===== src/sv/three_level_priority_queue_defines.svh =====
// Assertion macros for the three level priority queue.
// Included by the RTL files that carry concurrent assertions; needs i_clk and i_rst_n in scope.
`ifndef THREE_LEVEL_PRIORITY_QUEUE_DEFINES_SVH
`define THREE_LEVEL_PRIORITY_QUEUE_DEFINES_SVH
`ifndef SYNTHESIS
// Check a condition at every clock edge outside reset.
`define TLPQ_ASSERT(lbl, cond) \
    lbl: assert property (@(posedge i_clk) disable iff (!i_rst_n) (cond)) \
        else $error("tlpq assertion failed");
// Check that a condition implies another in the same cycle.
`define TLPQ_ASSERT_IMPL(lbl, ante, cons) \
    lbl: assert property (@(posedge i_clk) disable iff (!i_rst_n) (ante) |-> (cons)) \
        else $error("tlpq implication failed");
`else
`define TLPQ_ASSERT(lbl, cond)
`define TLPQ_ASSERT_IMPL(lbl, ante, cons)
`endif
`endif


===== src/sv/tlpq_pkg.sv =====
// Shared types and codes of the three level priority queue.
// No dependencies; imported by the interfaces, controller, datapath and top level.
package tlpq_pkg;

    localparam int LEVELS = 3;

    typedef logic [1:0] t_level;
    typedef logic [1:0] t_status;
    typedef logic [7:0] t_byte;

    localparam logic KIND_INSERT = 1'b0;
    localparam logic KIND_REMOVE = 1'b1;

    localparam t_level LEVEL_NONE = 2'd0;
    localparam t_level LEVEL_1    = 2'd1;
    localparam t_level LEVEL_2    = 2'd2;
    localparam t_level LEVEL_3    = 2'd3;

    localparam t_status ST_OK      = 2'd0;
    localparam t_status ST_FULL    = 2'd1;
    localparam t_status ST_INVALID = 2'd2;
    localparam t_status ST_EMPTY   = 2'd3;

    // Controller to datapath commands.
    typedef struct packed {
        logic load_item;
        logic exec;
        logic load_out;
    } t_dp_cmd;

    // Datapath to controller status.
    typedef struct packed {
        logic out_stall;
    } t_dp_sts;

endpackage


===== src/sv/tlpq_if.sv =====
// Valid/ready channel interfaces for request items and result items.
// Depends on tlpq_pkg for the payload types.
interface tlpq_in_if import tlpq_pkg::*; ();
    logic   valid;
    logic   ready;
    logic   kind;
    t_byte  value;
    t_level priority_req;

    modport source (output valid, output kind, output value, output priority_req, input ready);
    modport sink   (input valid, input kind, input value, input priority_req, output ready);
endinterface

interface tlpq_out_if import tlpq_pkg::*; ();
    logic    valid;
    logic    ready;
    t_byte   value_res;
    t_level  served_level;
    t_status status;

    modport source (output valid, output value_res, output served_level, output status,
                    input ready);
    modport sink   (input valid, input value_res, input served_level, input status,
                    output ready);
endinterface


===== src/sv/tlpq_ctrl.sv =====
// Sequencing state machine of the three level priority queue.
// Depends on tlpq_pkg; drives datapath commands, reads datapath status.
module tlpq_ctrl import tlpq_pkg::*; (
    input  logic    i_clk,
    input  logic    i_rst_n,
    input  logic    i_in_valid,
    output logic    o_in_ready,
    input  t_dp_sts i_sts,
    output t_dp_cmd o_cmd
);

    typedef enum logic [1:0] {
        S_IDLE,
        S_EXEC,
        S_RESP
    } t_state;

    t_state r_state;
    logic   r_ready;

    always_ff @(posedge i_clk) begin
        if (!i_rst_n) begin
            r_state <= S_IDLE;
            r_ready <= 1'b1;
        end else begin
            unique case (r_state)
                S_IDLE: begin
                    if (i_in_valid && r_ready) begin
                        r_state <= S_EXEC;
                        r_ready <= 1'b0;
                    end
                end
                S_EXEC: begin
                    r_state <= S_RESP;
                end
                S_RESP: begin
                    // hold until the output register is free
                    if (!i_sts.out_stall) begin
                        r_state <= S_IDLE;
                        r_ready <= 1'b1;
                    end
                end
                default: begin
                    r_state <= S_IDLE;
                    r_ready <= 1'b1;
                end
            endcase
        end
    end

    always_comb begin
        o_cmd.load_item = (r_state == S_IDLE) && i_in_valid && r_ready;
        o_cmd.exec      = (r_state == S_EXEC);
        o_cmd.load_out  = (r_state == S_RESP) && !i_sts.out_stall;
    end

    assign o_in_ready = r_ready;

endmodule


===== src/sv/tlpq_dp.sv =====
// Datapath of the three level priority queue: ring store, pointers, counters, output register.
// Depends on tlpq_pkg and the assertion macros in three_level_priority_queue_defines.svh.
`include "three_level_priority_queue_defines.svh"
module tlpq_dp import tlpq_pkg::*; #(
    parameter int DEPTH = 16
) (
    input  logic    i_clk,
    input  logic    i_rst_n,
    input  t_dp_cmd i_cmd,
    output t_dp_sts o_sts,
    input  logic    i_kind,
    input  t_byte   i_value,
    input  t_level  i_priority_req,
    output logic    o_out_valid,
    input  logic    i_out_ready,
    output t_byte   o_value_res,
    output t_level  o_served_level,
    output t_status o_status
);

    localparam int SLOT_W = (DEPTH > 1) ? $clog2(DEPTH) : 1;
    localparam int OCC_W  = $clog2(DEPTH + 1);
    localparam int WORDS  = LEVELS * DEPTH;
    localparam int ADDR_W = $clog2(WORDS);

    typedef logic [SLOT_W-1:0] t_slot;
    typedef logic [OCC_W-1:0]  t_occ;
    typedef logic [ADDR_W-1:0] t_addr;

    // latched request item
    logic   r_kind;
    t_byte  r_value;
    t_level r_prio;

    t_slot  r_head [LEVELS];
    t_slot  r_tail [LEVELS];
    t_occ   r_occ  [LEVELS];

    t_byte  r_store [WORDS];
    t_byte  r_rd_data;

    // decision made in the execute cycle
    t_level  r_res_level;
    t_status r_res_status;
    logic    r_res_data;

    logic    r_out_valid;
    t_byte   r_out_value;
    t_level  r_out_level;
    t_status r_out_status;

    logic [1:0] sel_q;
    logic       do_write;
    logic       do_read;
    t_level     n_level;
    t_status    n_status;
    t_addr      wr_addr;
    t_addr      rd_addr;

    function automatic t_slot next_slot(input t_slot s);
        return (s == t_slot'(DEPTH - 1)) ? '0 : t_slot'(s + 1'b1);
    endfunction

    function automatic t_addr slot_addr(input logic [1:0] q, input t_slot s);
        t_addr a;
        case (q)
            2'd1:    a = t_addr'(DEPTH) + t_addr'(s);
            2'd2:    a = t_addr'(2 * DEPTH) + t_addr'(s);
            default: a = t_addr'(s);
        endcase
        return a;
    endfunction

    // pick the level and outcome of the latched item
    always_comb begin
        sel_q    = 2'd0;
        do_write = 1'b0;
        do_read  = 1'b0;
        n_level  = LEVEL_NONE;
        n_status = ST_OK;
        if (r_kind == KIND_INSERT) begin
            case (r_prio)
                LEVEL_1: sel_q = 2'd0;
                LEVEL_2: sel_q = 2'd1;
                LEVEL_3: sel_q = 2'd2;
                default: sel_q = 2'd0;
            endcase
            if (r_prio == LEVEL_NONE) begin
                n_status = ST_INVALID;
            end else begin
                n_level = r_prio;
                if (r_occ[sel_q] == t_occ'(DEPTH)) begin
                    n_status = ST_FULL;
                end else begin
                    do_write = 1'b1;
                end
            end
        end else begin
            if (r_occ[0] != '0) begin
                sel_q   = 2'd0;
                n_level = LEVEL_1;
                do_read = 1'b1;
            end else if (r_occ[1] != '0) begin
                sel_q   = 2'd1;
                n_level = LEVEL_2;
                do_read = 1'b1;
            end else if (r_occ[2] != '0) begin
                sel_q   = 2'd2;
                n_level = LEVEL_3;
                do_read = 1'b1;
            end else begin
                n_status = ST_EMPTY;
            end
        end
    end

    assign wr_addr = slot_addr(sel_q, r_tail[sel_q]);
    assign rd_addr = slot_addr(sel_q, r_head[sel_q]);

    always_ff @(posedge i_clk) begin
        if (i_cmd.exec && do_write) begin
            r_store[wr_addr] <= r_value;
        end
        if (i_cmd.exec) begin
            r_rd_data <= r_store[rd_addr];
        end
    end

    always_ff @(posedge i_clk) begin
        if (i_cmd.load_item) begin
            r_kind  <= i_kind;
            r_value <= i_value;
            r_prio  <= i_priority_req;
        end
        if (i_cmd.exec) begin
            r_res_level  <= n_level;
            r_res_status <= n_status;
            r_res_data   <= do_read;
        end
        if (i_cmd.load_out) begin
            r_out_value  <= r_res_data ? r_rd_data : '0;
            r_out_level  <= r_res_level;
            r_out_status <= r_res_status;
        end
    end

    always_ff @(posedge i_clk) begin
        if (!i_rst_n) begin
            for (int i = 0; i < LEVELS; i++) begin
                r_head[i] <= '0;
                r_tail[i] <= '0;
                r_occ[i]  <= '0;
            end
            r_out_valid <= 1'b0;
        end else begin
            if (i_cmd.exec && do_write) begin
                r_tail[sel_q] <= next_slot(r_tail[sel_q]);
                r_occ[sel_q]  <= t_occ'(r_occ[sel_q] + 1'b1);
            end
            if (i_cmd.exec && do_read) begin
                r_head[sel_q] <= next_slot(r_head[sel_q]);
                r_occ[sel_q]  <= t_occ'(r_occ[sel_q] - 1'b1);
            end
            if (i_cmd.load_out) begin
                r_out_valid <= 1'b1;
            end else if (i_out_ready) begin
                r_out_valid <= 1'b0;
            end
        end
    end

    assign o_sts.out_stall = r_out_valid && !i_out_ready;
    assign o_out_valid     = r_out_valid;
    assign o_value_res     = r_out_value;
    assign o_served_level  = r_out_level;
    assign o_status        = r_out_status;

    `TLPQ_ASSERT(a_occ_l1, r_occ[0] <= t_occ'(DEPTH))
    `TLPQ_ASSERT(a_occ_l2, r_occ[1] <= t_occ'(DEPTH))
    `TLPQ_ASSERT(a_occ_l3, r_occ[2] <= t_occ'(DEPTH))
    `TLPQ_ASSERT_IMPL(a_no_overwrite, i_cmd.load_out, !(r_out_valid && !i_out_ready))
    `TLPQ_ASSERT_IMPL(a_rw_excl, i_cmd.exec, !(do_write && do_read))

endmodule


===== src/sv/three_level_priority_queue.sv =====
// Three level priority queue of bytes: one ring FIFO of DEPTH entries per level, level 1 first.
// From the accepting edge the item passes the execute step with store access, then the result load.
// The controller accepts no new item until its sequence around the single registered store
// read is done; a stalled result register holds the sequence in its last step.
// Reset (synchronous, active low) empties all levels and the result register at once;
// store contents stay undefined, and a value from an unwritten entry never reaches the output.
module three_level_priority_queue import tlpq_pkg::*; #(
    parameter int DEPTH = 16
) (
    input  logic           i_clk,
    input  logic           i_rst_n,
    tlpq_in_if.sink        i_item,
    tlpq_out_if.source     o_res
);

    t_dp_cmd cmd;
    t_dp_sts sts;

    // Controller: accept one item, run the execute step, load the result register.
    tlpq_ctrl u_ctrl (
        .i_clk      (i_clk),
        .i_rst_n    (i_rst_n),
        .i_in_valid (i_item.valid),
        .o_in_ready (i_item.ready),
        .i_sts      (sts),
        .o_cmd      (cmd)
    );

    // Datapath: rings, head/tail pointers, occupancy counters, and the result register
    // that decouples the next accept from a waiting result.
    tlpq_dp #(
        .DEPTH (DEPTH)
    ) u_dp (
        .i_clk          (i_clk),
        .i_rst_n        (i_rst_n),
        .i_cmd          (cmd),
        .o_sts          (sts),
        .i_kind         (i_item.kind),
        .i_value        (i_item.value),
        .i_priority_req (i_item.priority_req),
        .o_out_valid    (o_res.valid),
        .i_out_ready    (o_res.ready),
        .o_value_res    (o_res.value_res),
        .o_served_level (o_res.served_level),
        .o_status       (o_res.status)
    );

endmodule

===== src/flat_wrapper.sv =====
// flat-port wrapper written by rule: the top's interface ports become plain ports
module three_level_priority_queue_flat import tlpq_pkg::*;
#(
    parameter int DEPTH = 16
)
  (i_clk, i_rst_n, i_item_valid, i_item_kind, i_item_value, i_item_priority_req, i_item_ready, o_res_valid, o_res_value_res, o_res_served_level, o_res_status, o_res_ready);
  tlpq_in_if i_item_i ();
  tlpq_out_if o_res_i ();
  input  logic i_clk;
  input  logic i_rst_n;
  input wire logic [$bits(i_item_i.valid)-1:0] i_item_valid;
  input wire logic [$bits(i_item_i.kind)-1:0] i_item_kind;
  input wire logic [$bits(i_item_i.value)-1:0] i_item_value;
  input wire logic [$bits(i_item_i.priority_req)-1:0] i_item_priority_req;
  output wire logic [$bits(i_item_i.ready)-1:0] i_item_ready;
  output wire logic [$bits(o_res_i.valid)-1:0] o_res_valid;
  output wire logic [$bits(o_res_i.value_res)-1:0] o_res_value_res;
  output wire logic [$bits(o_res_i.served_level)-1:0] o_res_served_level;
  output wire logic [$bits(o_res_i.status)-1:0] o_res_status;
  input wire logic [$bits(o_res_i.ready)-1:0] o_res_ready;
  assign i_item_i.valid = i_item_valid;
  assign i_item_i.kind = i_item_kind;
  assign i_item_i.value = i_item_value;
  assign i_item_i.priority_req = i_item_priority_req;
  assign i_item_ready = i_item_i.ready;
  assign o_res_valid = o_res_i.valid;
  assign o_res_value_res = o_res_i.value_res;
  assign o_res_served_level = o_res_i.served_level;
  assign o_res_status = o_res_i.status;
  assign o_res_i.ready = o_res_ready;
  three_level_priority_queue #(.DEPTH(DEPTH)) u_core (.i_clk(i_clk), .i_rst_n(i_rst_n), .i_item(i_item_i), .o_res(o_res_i));
endmodule

===== config.mk =====
export PLATFORM = sky130hd
export DESIGN_NAME = three_level_priority_queue_flat
export DESIGN_NICKNAME = d
export VERILOG_FILES = /design/src/sv/tlpq_pkg.sv /design/src/sv/tlpq_if.sv /design/src/sv/tlpq_ctrl.sv /design/src/sv/tlpq_dp.sv /design/src/sv/three_level_priority_queue.sv /design/src/flat_wrapper.sv
export VERILOG_INCLUDE_DIRS = /design/src /design/src/sv
export SDC_FILE = /design/constraint.sdc
export NUM_CORES = 1
export LEC_CHECK = 0
export BUFFER_PORTS_ARGS = -buffer_cell sky130_fd_sc_hd__buf_2
export CAP_MARGIN = 40
export CORE_MARGIN = 2
export CORE_UTILIZATION = 55
export CTS_CLUSTER_DIAMETER = 50
export DETAILED_ROUTE_END_ITERATION = 10
export PLACE_DENSITY = 0.67
export SYNTH_ARGS = -nofsm -noshare
export SYNTH_HDL_FRONTEND = slang
export SYNTH_SLANG_ARGS = --single-unit

===== constraint.sdc =====
create_clock -name i_clk -period 7.9 [get_ports i_clk]
set_clock_uncertainty 0.2 [all_clocks]
set_input_delay 1.185 -clock i_clk [delete_from_list [all_inputs] [get_ports i_clk]]
set_output_delay 1.185 -clock i_clk [all_outputs]
set_load 0.005 [all_outputs]

Yosys cells after proc, flatten, opt, wreduce, memory -nomap -nowiden
Memories as Yosys holds them, arrays and structs flattened. A register that Yosys moved wholly into a read port is not among the register bits.
Index checks and enable logic that the tools add are counted.
W data, S select, Z words.
{ "totals": {"n_memories": 4, "ram_bits": 423, "inputBits": 15, "register_bits": 32} }
{ "classes": {"n_addsub": 8, "reduce_logical": 20, "eq_ne": 11, "mux": 54, "bitwise": 2} }
{ "memory_table": {"columns": ["memory", "depth", "word_bits", "read_ports", "rd_ports_with_merged_regs", "wr", "line", "rtl"], "rows": [
  ["u_core.u_dp.r_store", 48, 8, 1, 1, 1, "tlpq_dp.sv:39", "t_byte r_store [WORDS];"],
  ["u_core.u_dp.r_occ", 3, 5, 5, 0, 3, "tlpq_dp.sv:37", "t_occ r_occ [LEVELS];"],
  ["u_core.u_dp.r_head", 3, 4, 1, 0, 3, "tlpq_dp.sv:35", "t_slot r_head [LEVELS];"],
  ["u_core.u_dp.r_tail", 3, 4, 1, 0, 3, "tlpq_dp.sv:36", "t_slot r_tail [LEVELS];"]
]} }
{ "ops": {"columns": ["op", "n"], "rows": [
  ["$mux W2", 20],
  ["$pmux W6 S2", 2],
  ["$mux W1", 23],
  ["$mux W4", 4],
  ["$reduce_bool A5 Y1", 3],
  ["$add A5 B4 Y6 const A", 2],
  ["$add A6 B4 Y6 const A", 2],
  ["$mux W5", 2],
  ["$add A4 B1 Y4 const B", 2],
  ["$eq A2 B2 Y1 const B", 4],
  ["$eq A4 B4 Y1 const B", 2],
  ["$reduce_or A4 Y1", 2],
  ["$logic_and A1 B1 Y1", 7],
  ["$pmux W2 S3", 1],
  ["$add A5 B1 Y5 const B", 1],
  ["$eq A5 B5 Y1 const B", 1],
  ["$reduce_or A5 Y1", 1],
  ["$sub A5 B1 Y5 const B", 1],
  ["$eq A2 B1 Y1 const B", 2],
  ["$logic_not A2 Y1", 2],
  ["$ne A2 B2 Y1 const B", 2],
  ["$pmux W2 S2", 1],
  ["$pmux W1 S3", 1],
  ["$reduce_and A3 Y1", 1],
  ["5 further kinds", 6]
]} }

Longest topological paths before layout
Gate-level depths: netlist (run 1).
An unclocked memory read counts as a cell.
{ "logic_depth": {"word_depth": 15, "ltp_mapped": 16, "depth_no_buf": 15} }

Cells and area by module
Synthesis (run 1) repeated with hierarchy kept, for this count alone.
{ "hier_totals": {"hier_cells": 1459, "hier_area_um2": 19047.0} }
{ "modules_own_cells": {"columns": ["mod", "n_inst", "area_per_inst_um2", "cells_each"], "rows": [
  ["tlpq_dp", 1, 18905.6, 1446],
  ["tlpq_ctrl", 1, 141.4, 13]
]} }

Least setup slack after synthesis (run 1)
No wires, ideal clock.
{ "synth_timing": {"kind": "flip-flop to flip-flop", "startpoint": "mem u_core.u_dp.r_occ[1][1] in the netlist's numbering", "endpoint": "mem u_core.u_dp.r_store[0][0] in the netlist's numbering (enable)", "slack_ns": 4.215, "path_stages_with_launch": 11, "setup_time_ns": 0.371, "t_arrival_ns": 3.115, "n_path_buf": 1, "cell_sequence": "edfxtp_1 or4_4 a211o_1 o21ai_2 mux2i_1 nor2_1 a21oi_1 inv_1 or3_1 clkbuf_1 nor2_1"} }
{ "synth_lines": {"columns": ["element", "line"], "rows": [
  ["start: declaration", "tlpq_dp.sv:37"],
  ["end: declaration", "tlpq_dp.sv:39"]
]} }

==> metrics.yaml, run 1 <==
synth.avg_cell_area_sq_um: 14.5
post_cts_buffers: 0
async_reset_ff_frac: 0
cap_violations: 0
fin_crit_ns: 5.50
final_cell_mix: "edfxtp_1, nand2_1, nor2_1, mux2i_1, clkbuf_16"
max-vdd-ir-drop_v: 0.000173
max_freq_mhz: 182
gp_congestion: 0.859
synth_xor_xnor_area_share: 0.00277
area_delta_synth_final_pct: 11.1
clkLatencyLatePin_ns: 0.57
grt_max_degree: 84
synth_fp_nets: 1328
drt-wirelength-per-cell_um: 24.6
met2_usage: 0.393
cts_max_level: 2
power.density_mw_per_mm2: 260
die_w_um: 190
synth_area_sq_mm: 0.0190
firstDrtPassIters: 7
synth-simple-area-share: 0.105
io_buffers: 28
dp_hpwl_mm: 27.4
synth_top_family_by_area: "simple AND/OR/NAND/NOR gates"
cts_root_buffer: "clkbuf_16"
synthAdderAreaFrac: 0.00634
num_rows: 67
dieHeight_um: 190
ys_seq_area_frac: 0.732
ant_nets: 0
grtUsageMet1: 0.366
cts_hold_buf: 0
grt_use_total: 0.255
postSynthCellCount: 1304
cts_tree: "done"
synth_compound_area_frac: 0.0831
finalHoldViolCount: 0
grt_pass1_wl_mm: 67.9
synth_edf_count: 459
dieArea_sq_mm: 0.0360
yosys_warnings: 0
grt_pass1_vias: 10900
yosys_register_bits: 463
grt_use_met3: 0.0518
status: "finished, final reports clean"
holdWs_ns: 0.218
synth_top_flop_cell: "edfxtp_1"
worst_setup_path_start_kind: "flip-flop"
drive_above_1_share: 0.104
wl_mm: 44.9
floorplan.initialDensity: 0.562
worst_slack_ns: 2.40
endpoint_kind: "flip-flop"
p_leak_nw: 7.19
post_cts_resized: 0
synth_mux_area_frac: 0.0503
finalCritPeriodShare: 0.696
num_vias: 11300
ios: 29
setup_viol: 0
fin_tns_setup_ns: 0
clockBufferDepth: 3
crit_arrival_ns: 5.69
max-slew-margin-rel: 0.356
core_area_sq_mm: 0.0337
path_class: "flip-flop to flip-flop"
pre_cts_slack_ns: 2.51
crit_fanout: 41
cts_num_sinks: 463
cts_made_buffers: 48
yosysUniqueCellTypes: 70
overflow: 0
drcViolationCount: 0
clk_pin_slew_ns: 0.06
rsz0062_at_grt: "false"
busiest_layer: "met2"
crit_required_ns: 8.09
layout.nets: 1369
viasPerCell: 6.18
drtIter0Drc: 1276
slew_viol_final: 0
final_util: 0.625
layout_commonest_cell: "edfxtp_1"
antenna_found_initial: 1
min_path_type: "flip-flop to flip-flop"
tightest_slew_ns: 0.962
==> flip-flops by register name, indices dropped and copies added, names as in the netlist, 2 cells and up <==
signal,count
u_core.u_dp.o_value_res,8
u_core.u_dp.o_status,2
u_core.u_dp.r_rd_data,8
u_core.u_dp.r_res_status,2
u_core.u_dp.r_occ,15
u_core.u_ctrl.r_state,2
u_core.u_dp.r_prio,2
u_core.u_dp.o_served_level,2
u_core.u_dp.r_store,384
u_core.u_dp.r_res_level,2
u_core.u_dp.r_value,8
u_core.u_dp.r_tail,12
u_core.u_dp.r_head,12
==> critical path: stages (launching register included) <==
cell	delay (ns)
edfxtp_1	0.39
or4_4	0.59
o2111ai_2	0.27
and2_1	0.64
inv_6	0.20
o31ai_4	0.25
buf_4	0.42
inv_2	0.24
buf_4	0.33
nand2_2	0.42
a211oi_1	0.11
a2111oi_0	0.56
buf_1	0.23
nor4_1	0.12
a211oi_1	0.26
==> synthesized netlist by cell type, types with 11 or more instances <==
master | number | area (sq um)
a21oi_1 | 38 | 190
clkbuf_1 | 23 | 86.3
nor4_1 | 11 | 68.8
edfxtp_1 | 459 | 13800
inv_1 | 11 | 41.3
buf_2 | 30 | 150
o22ai_1 | 31 | 194
and3_1 | 23 | 144
o21ai_0 | 14 | 70.1
nor2_1 | 102 | 383
nand2_1 | 207 | 777
mux2i_1 | 75 | 751
a211oi_1 | 30 | 225
and2_1 | 26 | 163
a21o_1 | 13 | 97.6
a311oi_1 | 14 | 123
mux2_1 | 12 | 135
nand3_1 | 28 | 140
==> through the flow <==
stage          area [sq um]  cells  power, mW
5_1_grt               21000   1828       5.62
2_1_floorplan         19000   1304       3.18
6_report              21000   1830       5.47
4_1_cts               21000   1828       5.48
3_5_place_dp          19600   1743       3.37
3_3_place_gp          19500   1731       3.36
==> cell type report <==
type	count	area [sq um]
Antenna cell	2	5.00
Clock buffer	63	1300
Clock inverter	22	178
Fill cell	2521	12700
Inverter	14	57.6
Multi-Input combinational cell	761	4710
Sequential cell	463	13900
Tap cell	448	561
Timing Repair Buffer	57	375
==> final timing paths <==
check	from	endpoint	slack [ns]	depth (start not counted)
worst max register to register	u_core.u_dp.r_occ[1][1]$_SDFFCE_PN0P_	u_core.u_dp.r_rd_data[0]$_DFFE_PP_	2.40	14
worst max-delay path	u_core.u_dp.r_occ[1][1]$_SDFFCE_PN0P_	u_core.u_dp.r_rd_data[0]$_DFFE_PP_	2.40	14
worst min register to register	u_core.u_dp.r_res_level[0]$_DFFE_PP_	u_core.u_dp.o_served_level[0]$_DFFE_PP_	0.22	0
worst min-delay path	u_core.u_dp.r_res_level[0]$_DFFE_PP_	u_core.u_dp.o_served_level[0]$_DFFE_PP_	0.22	0
==> layer usage <==
layer | vias up | part of all wire
met2 | 521 | 0.46
li1 | 5069 | -
met5 | - | 0
met4 | 0 | 0.034
met3 | 96 | 0.084
met1 | 5630 | 0.43
==> kinds of logic (layout without fill, tap and decap cells) <==
| group | Yosys count | count (layout) |
|---|---|---|
| other | 0 | 2 |
| AO/OA/AOI/OAI | 214 | 214 |
| multiplexers | 93 | 93 |
| adder cells (fa/ha/maj) | 9 | 9 |
| AND/OR/NAND/NOR | 439 | 439 |
| XOR/XNOR | 6 | 6 |
| flip-flops | 463 | 463 |
| buffers and inverters | 80 | 156 |
==> power breakdown <==
part | total, mW | switching (mW) | leakage, nW | internal [mW]
Combinational | 0.579 | 0.407 | 2.26 | 0.172
Sequential | 2.75 | 0.0147 | 4.22 | 2.74
Clock | 2.13 | 0.888 | 0.711 | 1.25
Total | 5.47 | 1.31 | 7.19 | 4.16
(Power assumes the default switching activity.)
==> inputs of run 2 (changes only) <==
PLACE_DENSITY = 0.7   (was 0.67)
clock period = 4.9 ns   (was 7.9 ns; I/O delays follow)
==> metrics.yaml, run 2 (same netlist as run 1, synthesis figures left out) <==
grt_max_degree: 124  # +48%
n_antenna_cell: 0  # -2
path_class: "flip-flop to flip-flop"
critPathMaxStageDelay_ns: 0.59  # -0.05 ns
ant_nets: 0  # unchanged
p_leak_nw: 7.51  # +4.5%
cap_violations: 0  # unchanged
dp_cells: 1801  # +3.3%
dieArea_sq_mm: 0.0360  # unchanged
drt-wirelength-per-cell_um: 24.2  # -1.3%
internal-power_mw: 6.64  # +60%
viasPerCell: 6.16  # -0.43%
wl_met3_mm: 3.93  # +4.2%
setup_viol: 0  # unchanged
core_area_sq_mm: 0.0337  # unchanged
cts_max_level: 2  # unchanged
final_util: 0.637  # +0.0124
stdcell_count: 1882  # +2.8%
drcViolationCount: 0  # unchanged
crit_required_ns: 5.00  # -3.09 ns
tightest_slew_ns: 0.918  # -0.0443 ns
status: "finished, final reports clean"
fin_crit_ns: 4.37  # -1.13 ns
crit_arrival_ns: 4.47  # -1.22 ns
drtIter0Drc: 1284  # +0.63%
grt_pass1_wl_mm: 69.0  # +1.6%
reg.largest.list: "u_core.u_dp.r_store: 384 flops, u_core.u_dp.r_occ: 15 flops"
power_switching_mw: 2.14  # +63%
worstPathCellList: "or4_4 > a211oi_2 > mux2i_1 > o31a_2 > buf_12 > mux2_1 > o22ai_1 > a2111oi_0 > buf_4 > nor4_1 > a211oi_1"
fin_tns_setup_ns: 0  # unchanged
comb_power_share: 0.109  # +0.003
io_buffers: 28  # unchanged
register_area_sq_mm: 0.0139  # unchanged
die_w_um: 190  # unchanged
cts_made_buffers: 48  # unchanged
p_sw_frac: 0.243  # +0.00367
placed_cell_area_sq_mm: 0.0200  # +2.3%
clk_pin_slew_ns: 0.06  # about the same
top_layer_used: "met4"
slew_viol_final: 0  # unchanged
ios: 29  # unchanged
post_cts_buffers: 0  # unchanged
clock_power_share: 0.386  # -0.005
floorplan.initialDensity: 0.562  # unchanged
critPathSlowestCell: "or4_4"
layout_commonest_cell: "edfxtp_1"
p_seq_frac: 0.505  # about the same
antenna_found_initial: 0  # -1
largest_reg_flops: 384  # unchanged
crit_fanout: 83  # +100%
wl_met1_mm: 18.5  # -3.2%
multi_input_area_sq_mm: 0.00471  # unchanged
pre_cts_slack_ns: 0.642  # -1.87 ns
post_cts_resized: 0  # unchanged
max_freq_mhz: 229  # +26%
fillers: 2469  # -2.1%
wl_met2_mm: 21.7  # +5.7%
grt_use_total: 0.258  # +0.00267
num_vias: 11600  # +2.4%
power.density_mw_per_mm2: 409  # +57%
wl_mm: 45.6  # +1.5%
drive_above_1_share: 0.146  # +0.0414
dieHeight_um: 190  # unchanged
finalHoldViolCount: 0  # unchanged
finalCritPeriodShare: 0.892  # +0.196
overflow: 0  # unchanged
cts_hold_buf: 0  # unchanged
cts_num_sinks: 463  # unchanged
final_cell_mix: "edfxtp_1, nand2_1, nor2_1, buf_4, mux2i_1"
worst_setup_path_start_kind: "flip-flop"
clockBufferDepth: 3  # unchanged
power_mw: 8.78  # +61%
holdWs_ns: 0.143  # -0.0744 ns
max-slew-margin-rel: 0.383  # +0.0264
rsz0062_at_grt: "false"
area_delta_synth_final_pct: 13.3
worst_slack_ns: 0.528  # -1.87 ns
gp_congestion: 0.948  # +10%
firstDrtPassIters: 6  # -1
layout.nets: 1427  # +4.2%
endpoint_kind: "flip-flop"
top_register: "u_core.u_dp.r_store"
min_path_type: "primary input to flip-flop"
dp_hpwl_mm: 27.7  # +0.83%
final_area_sq_mm: 0.0215  # +2.0%
num_rows: 67  # unchanged
cts_tree: "done"
max-vdd-ir-drop_v: 0.000257  # +49%
grt_pass1_vias: 11400  # +4.5%
cts_root_buffer: "clkbuf_16"
clkLatencyLatePin_ns: 0.57  # about the same
-- run 2: cell count changes in the layout (fill, tap and decap cells not counted), moves of 2 or more --
cell / before / now
clkbuf_1: 12 / 9
buf_12: 1 / 3
diode_2: 2 / 0
clkinvlp_4: 2 / 0
buf_1: 4 / 0
inv_6: 1 / 6
clkinv_1: 13 / 9
clkinv_2: 3 / 6
buf_4: 23 / 83
clkbuf_8: 2 / 0
-- run 2: final timing paths --
| path | slack [ns] | end | from | depth (start not counted) |
|---|---|---|---|---|
| setup / recovery | 0.53 | u_core.u_dp.r_rd_data[7]$_DFFE_PP_ | u_core.u_dp.r_occ[1][1]$_SDFFCE_PN0P_ | 11 |
| hold / removal | 0.14 | u_core.u_dp.r_value[1]$_DFFE_PP_ | i_item_value[1] | 1 |
| setup reg to reg | 0.53 | u_core.u_dp.r_rd_data[7]$_DFFE_PP_ | u_core.u_dp.r_occ[1][1]$_SDFFCE_PN0P_ | 11 |
| hold reg to reg | 0.22 | u_core.u_dp.o_served_level[0]$_DFFE_PP_ | u_core.u_dp.r_res_level[0]$_DFFE_PP_ | 0 |
-- run 2: metal layers --
layer,track usage,vias to the layer above
li1,-,5185
met1,0.352,5718
met2,0.415,581
met3,0.0529,103
met4,0.0927,0
met5,0,-
-- run 2: power by group through the flow --
stage                     registers, mW  logic (mW)  clock network [mW]
after floorplan                    4.54       0.589                   0
after global placement             4.52       0.921                   0
after detailed placement           4.52       0.939                   0
after CTS                          4.44       0.943                3.43
after global routing               4.44        1.02                3.58
final                              4.44       0.953                3.39
-- run 2: layout make-up --
type / count / area share
clock buffer: 58 / 0.0587
clock inverter: 23 / 0.00834
inverter: 14 / 0.00268
multi-input combinational: 761 / 0.219
sequential: 463 / 0.646
tap: 448 / 0.0261
timing repair buffer: 115 / 0.0389
-- run 2: worst max-delay path, delay by kind of cell (launching register included) --
kind,cells,cell delay (ns)
flip-flops,1,0.40
AO/OA/AOI/OAI,5,1.05
multiplexers,2,0.83
buffers and inverters,2,0.60
AND/OR/NAND/NOR,2,0.95
==> inputs of run 3 (changes only) <==
CORE_UTILIZATION = 48   (was 55)
HOLD_SLACK_MARGIN = 0.06   (was unset)
PLACE_DENSITY = 0.62   (was 0.7)
==> metrics.yaml, run 3 (same netlist as run 1, synthesis figures left out) <==
status: "finished, final reports clean"
endpoint_kind: "flip-flop"
cts_max_level: 2  # unchanged
dieHeight_um: 203  # +6.9%
reg.largest.list: "u_core.u_dp.r_store: 384 flops, u_core.u_dp.r_occ: 15 flops"
cts_hold_buf: 0  # unchanged
clk_pin_slew_ns: 0.06  # about the same
clockBufferDepth: 3  # unchanged
crit_fanout: 19  # -77%
ios: 29  # unchanged
num_vias: 11500  # -0.66%
num_rows: 72  # +7.5%
overflow: 0  # unchanged
n_antenna_cell: 0  # unchanged
dp_hpwl_mm: 29.5  # +6.6%
grt_max_degree: 61  # -51%
ant_nets: 0  # unchanged
crit_arrival_ns: 4.60  # +0.13 ns
grt_pass1_wl_mm: 69.3  # +0.53%
final_area_sq_mm: 0.0217  # +1.1%
firstDrtPassIters: 5  # -1
cts_root_buffer: "clkbuf_16"
holdWs_ns: 0.128  # -0.0150 ns
fin_tns_setup_ns: 0  # unchanged
largest_reg_flops: 384  # unchanged
pre_cts_slack_ns: 0.491  # -0.151 ns
cts_made_buffers: 50  # +4.2%
post_cts_resized: 0  # unchanged
cts_num_sinks: 463  # unchanged
power.density_mw_per_mm2: 412  # +0.80%
antenna_found_initial: 0  # unchanged
max_freq_mhz: 222  # -2.8%
io_buffers: 28  # unchanged
core_area_sq_mm: 0.0388  # +15%
crit_required_ns: 5.00  # about the same
dp_cells: 1875  # +4.1%
slew_viol_final: 0  # unchanged
max-vdd-ir-drop_v: 0.000270  # +4.9%
layout_commonest_cell: "edfxtp_1"
power_mw: 8.95  # +2.0%
gp_congestion: 0.893  # -5.8%
final_cell_mix: "edfxtp_1, nand2_1, nor2_1, buf_4, mux2i_1"
cts_tree: "done"
path_class: "flip-flop to flip-flop"
worst_setup_path_start_kind: "flip-flop"
max-slew-margin-rel: 0.467  # +0.0841
tightest_slew_ns: 0.797  # -0.121 ns
setup_viol: 0  # unchanged
dieArea_sq_mm: 0.0411  # +14%
top_register: "u_core.u_dp.r_store"
worst_slack_ns: 0.403  # -0.125 ns
p_leak_nw: 7.58  # +0.93%
clkLatencyLatePin_ns: 0.58  # about the same
final_util: 0.559  # -0.0778
grt_use_total: 0.228  # -0.0301
finalHoldViolCount: 0  # unchanged
drcViolationCount: 0  # unchanged
floorplan.initialDensity: 0.488  # -0.0743
area_delta_synth_final_pct: 14.6
post_cts_buffers: 0  # unchanged
drtIter0Drc: 1162  # -9.5%
rsz0062_at_grt: "false"
drt-wirelength-per-cell_um: 23.7  # -2.3%
r2r_setup_slack_ns: 0.40  # -0.12 ns
layout.nets: 1434  # +0.49%
wl_mm: 46.6  # +2.1%
stdcell_count: 1967  # +4.5%
finalCritPeriodShare: 0.918  # +0.0254
die_w_um: 203  # +6.9%
placed_cell_area_sq_mm: 0.0202  # +0.63%
viasPerCell: 5.85  # -4.9%
grt_pass1_vias: 11100  # -2.9%
fin_crit_ns: 4.50  # +0.125 ns
min_path_type: "primary input to flip-flop"
drive_above_1_share: 0.149  # +0.00332
cap_violations: 0  # unchanged
-- run 3: changes by cell type in the layout (fill, tap and decap cells not counted) --
cell / delta
buf_4: +5
clkbuf_1: +7
clkinv_1: +1
clkbuf_16: +4
inv_6: -5
clkinv_4: +2
clkinvlp_4: +1
buf_12: +1
buf_6: -1
-- run 3: path summary, 6_finish.rpt --
| kind | startpoint | end | cells after the start |
|---|---|---|---|
| setup / recovery | u_core.u_dp.r_occ[1][1]$_SDFFCE_PN0P_ | u_core.u_dp.r_rd_data[6]$_DFFE_PP_ | 11 |
| hold / removal | i_item_value[3] | u_core.u_dp.r_value[3]$_DFFE_PP_ | 1 |
| setup reg to reg | u_core.u_dp.r_occ[1][1]$_SDFFCE_PN0P_ | u_core.u_dp.r_rd_data[6]$_DFFE_PP_ | 11 |
| hold reg to reg | u_core.u_dp.r_res_status[1]$_DFFE_PP_ | u_core.u_dp.o_status[1]$_DFFE_PP_ | 0 |
-- run 3: cell type report --
| cell class | count | area [sq um] |
|---|---|---|
| fill | 3095 | 17100 |
| tap | 518 | 648 |
| inverter | 14 | 57.6 |
| sequential | 463 | 13900 |
| clock inverter | 22 | 164 |
| clock buffer | 69 | 1390 |
| multi-input combinational | 761 | 4710 |
| timing repair buffer | 120 | 881 |
-- run 3: worst max-delay path: stages (launching register included) --
cell and delay [ns]:
edfxtp_1 0.39, or4_4 0.60, a211oi_2 0.40, mux2i_1 0.54, o31a_2 0.25, buf_4 0.31
buf_4 0.38, nand3_2 0.40, o22ai_1 0.41, a31oi_1 0.07, nand3_1 0.17, a221oi_2 0.08
-- run 3: where the power goes --
group | switching, mW | internal [mW] | total [mW]
Clock | 1.47 | 2.08 | 3.55
Sequential | 0.0240 | 4.41 | 4.44
Combinational | 0.657 | 0.303 | 0.960
-- run 3: metal layers --
metal,up-vias,wire (um),track usage
li1,5197,-,-
met1,5768,20300,0.322
met2,456,21400,0.354
met3,90,3280,0.0393
met4,0,1600,0.0907
met5,-,0,0
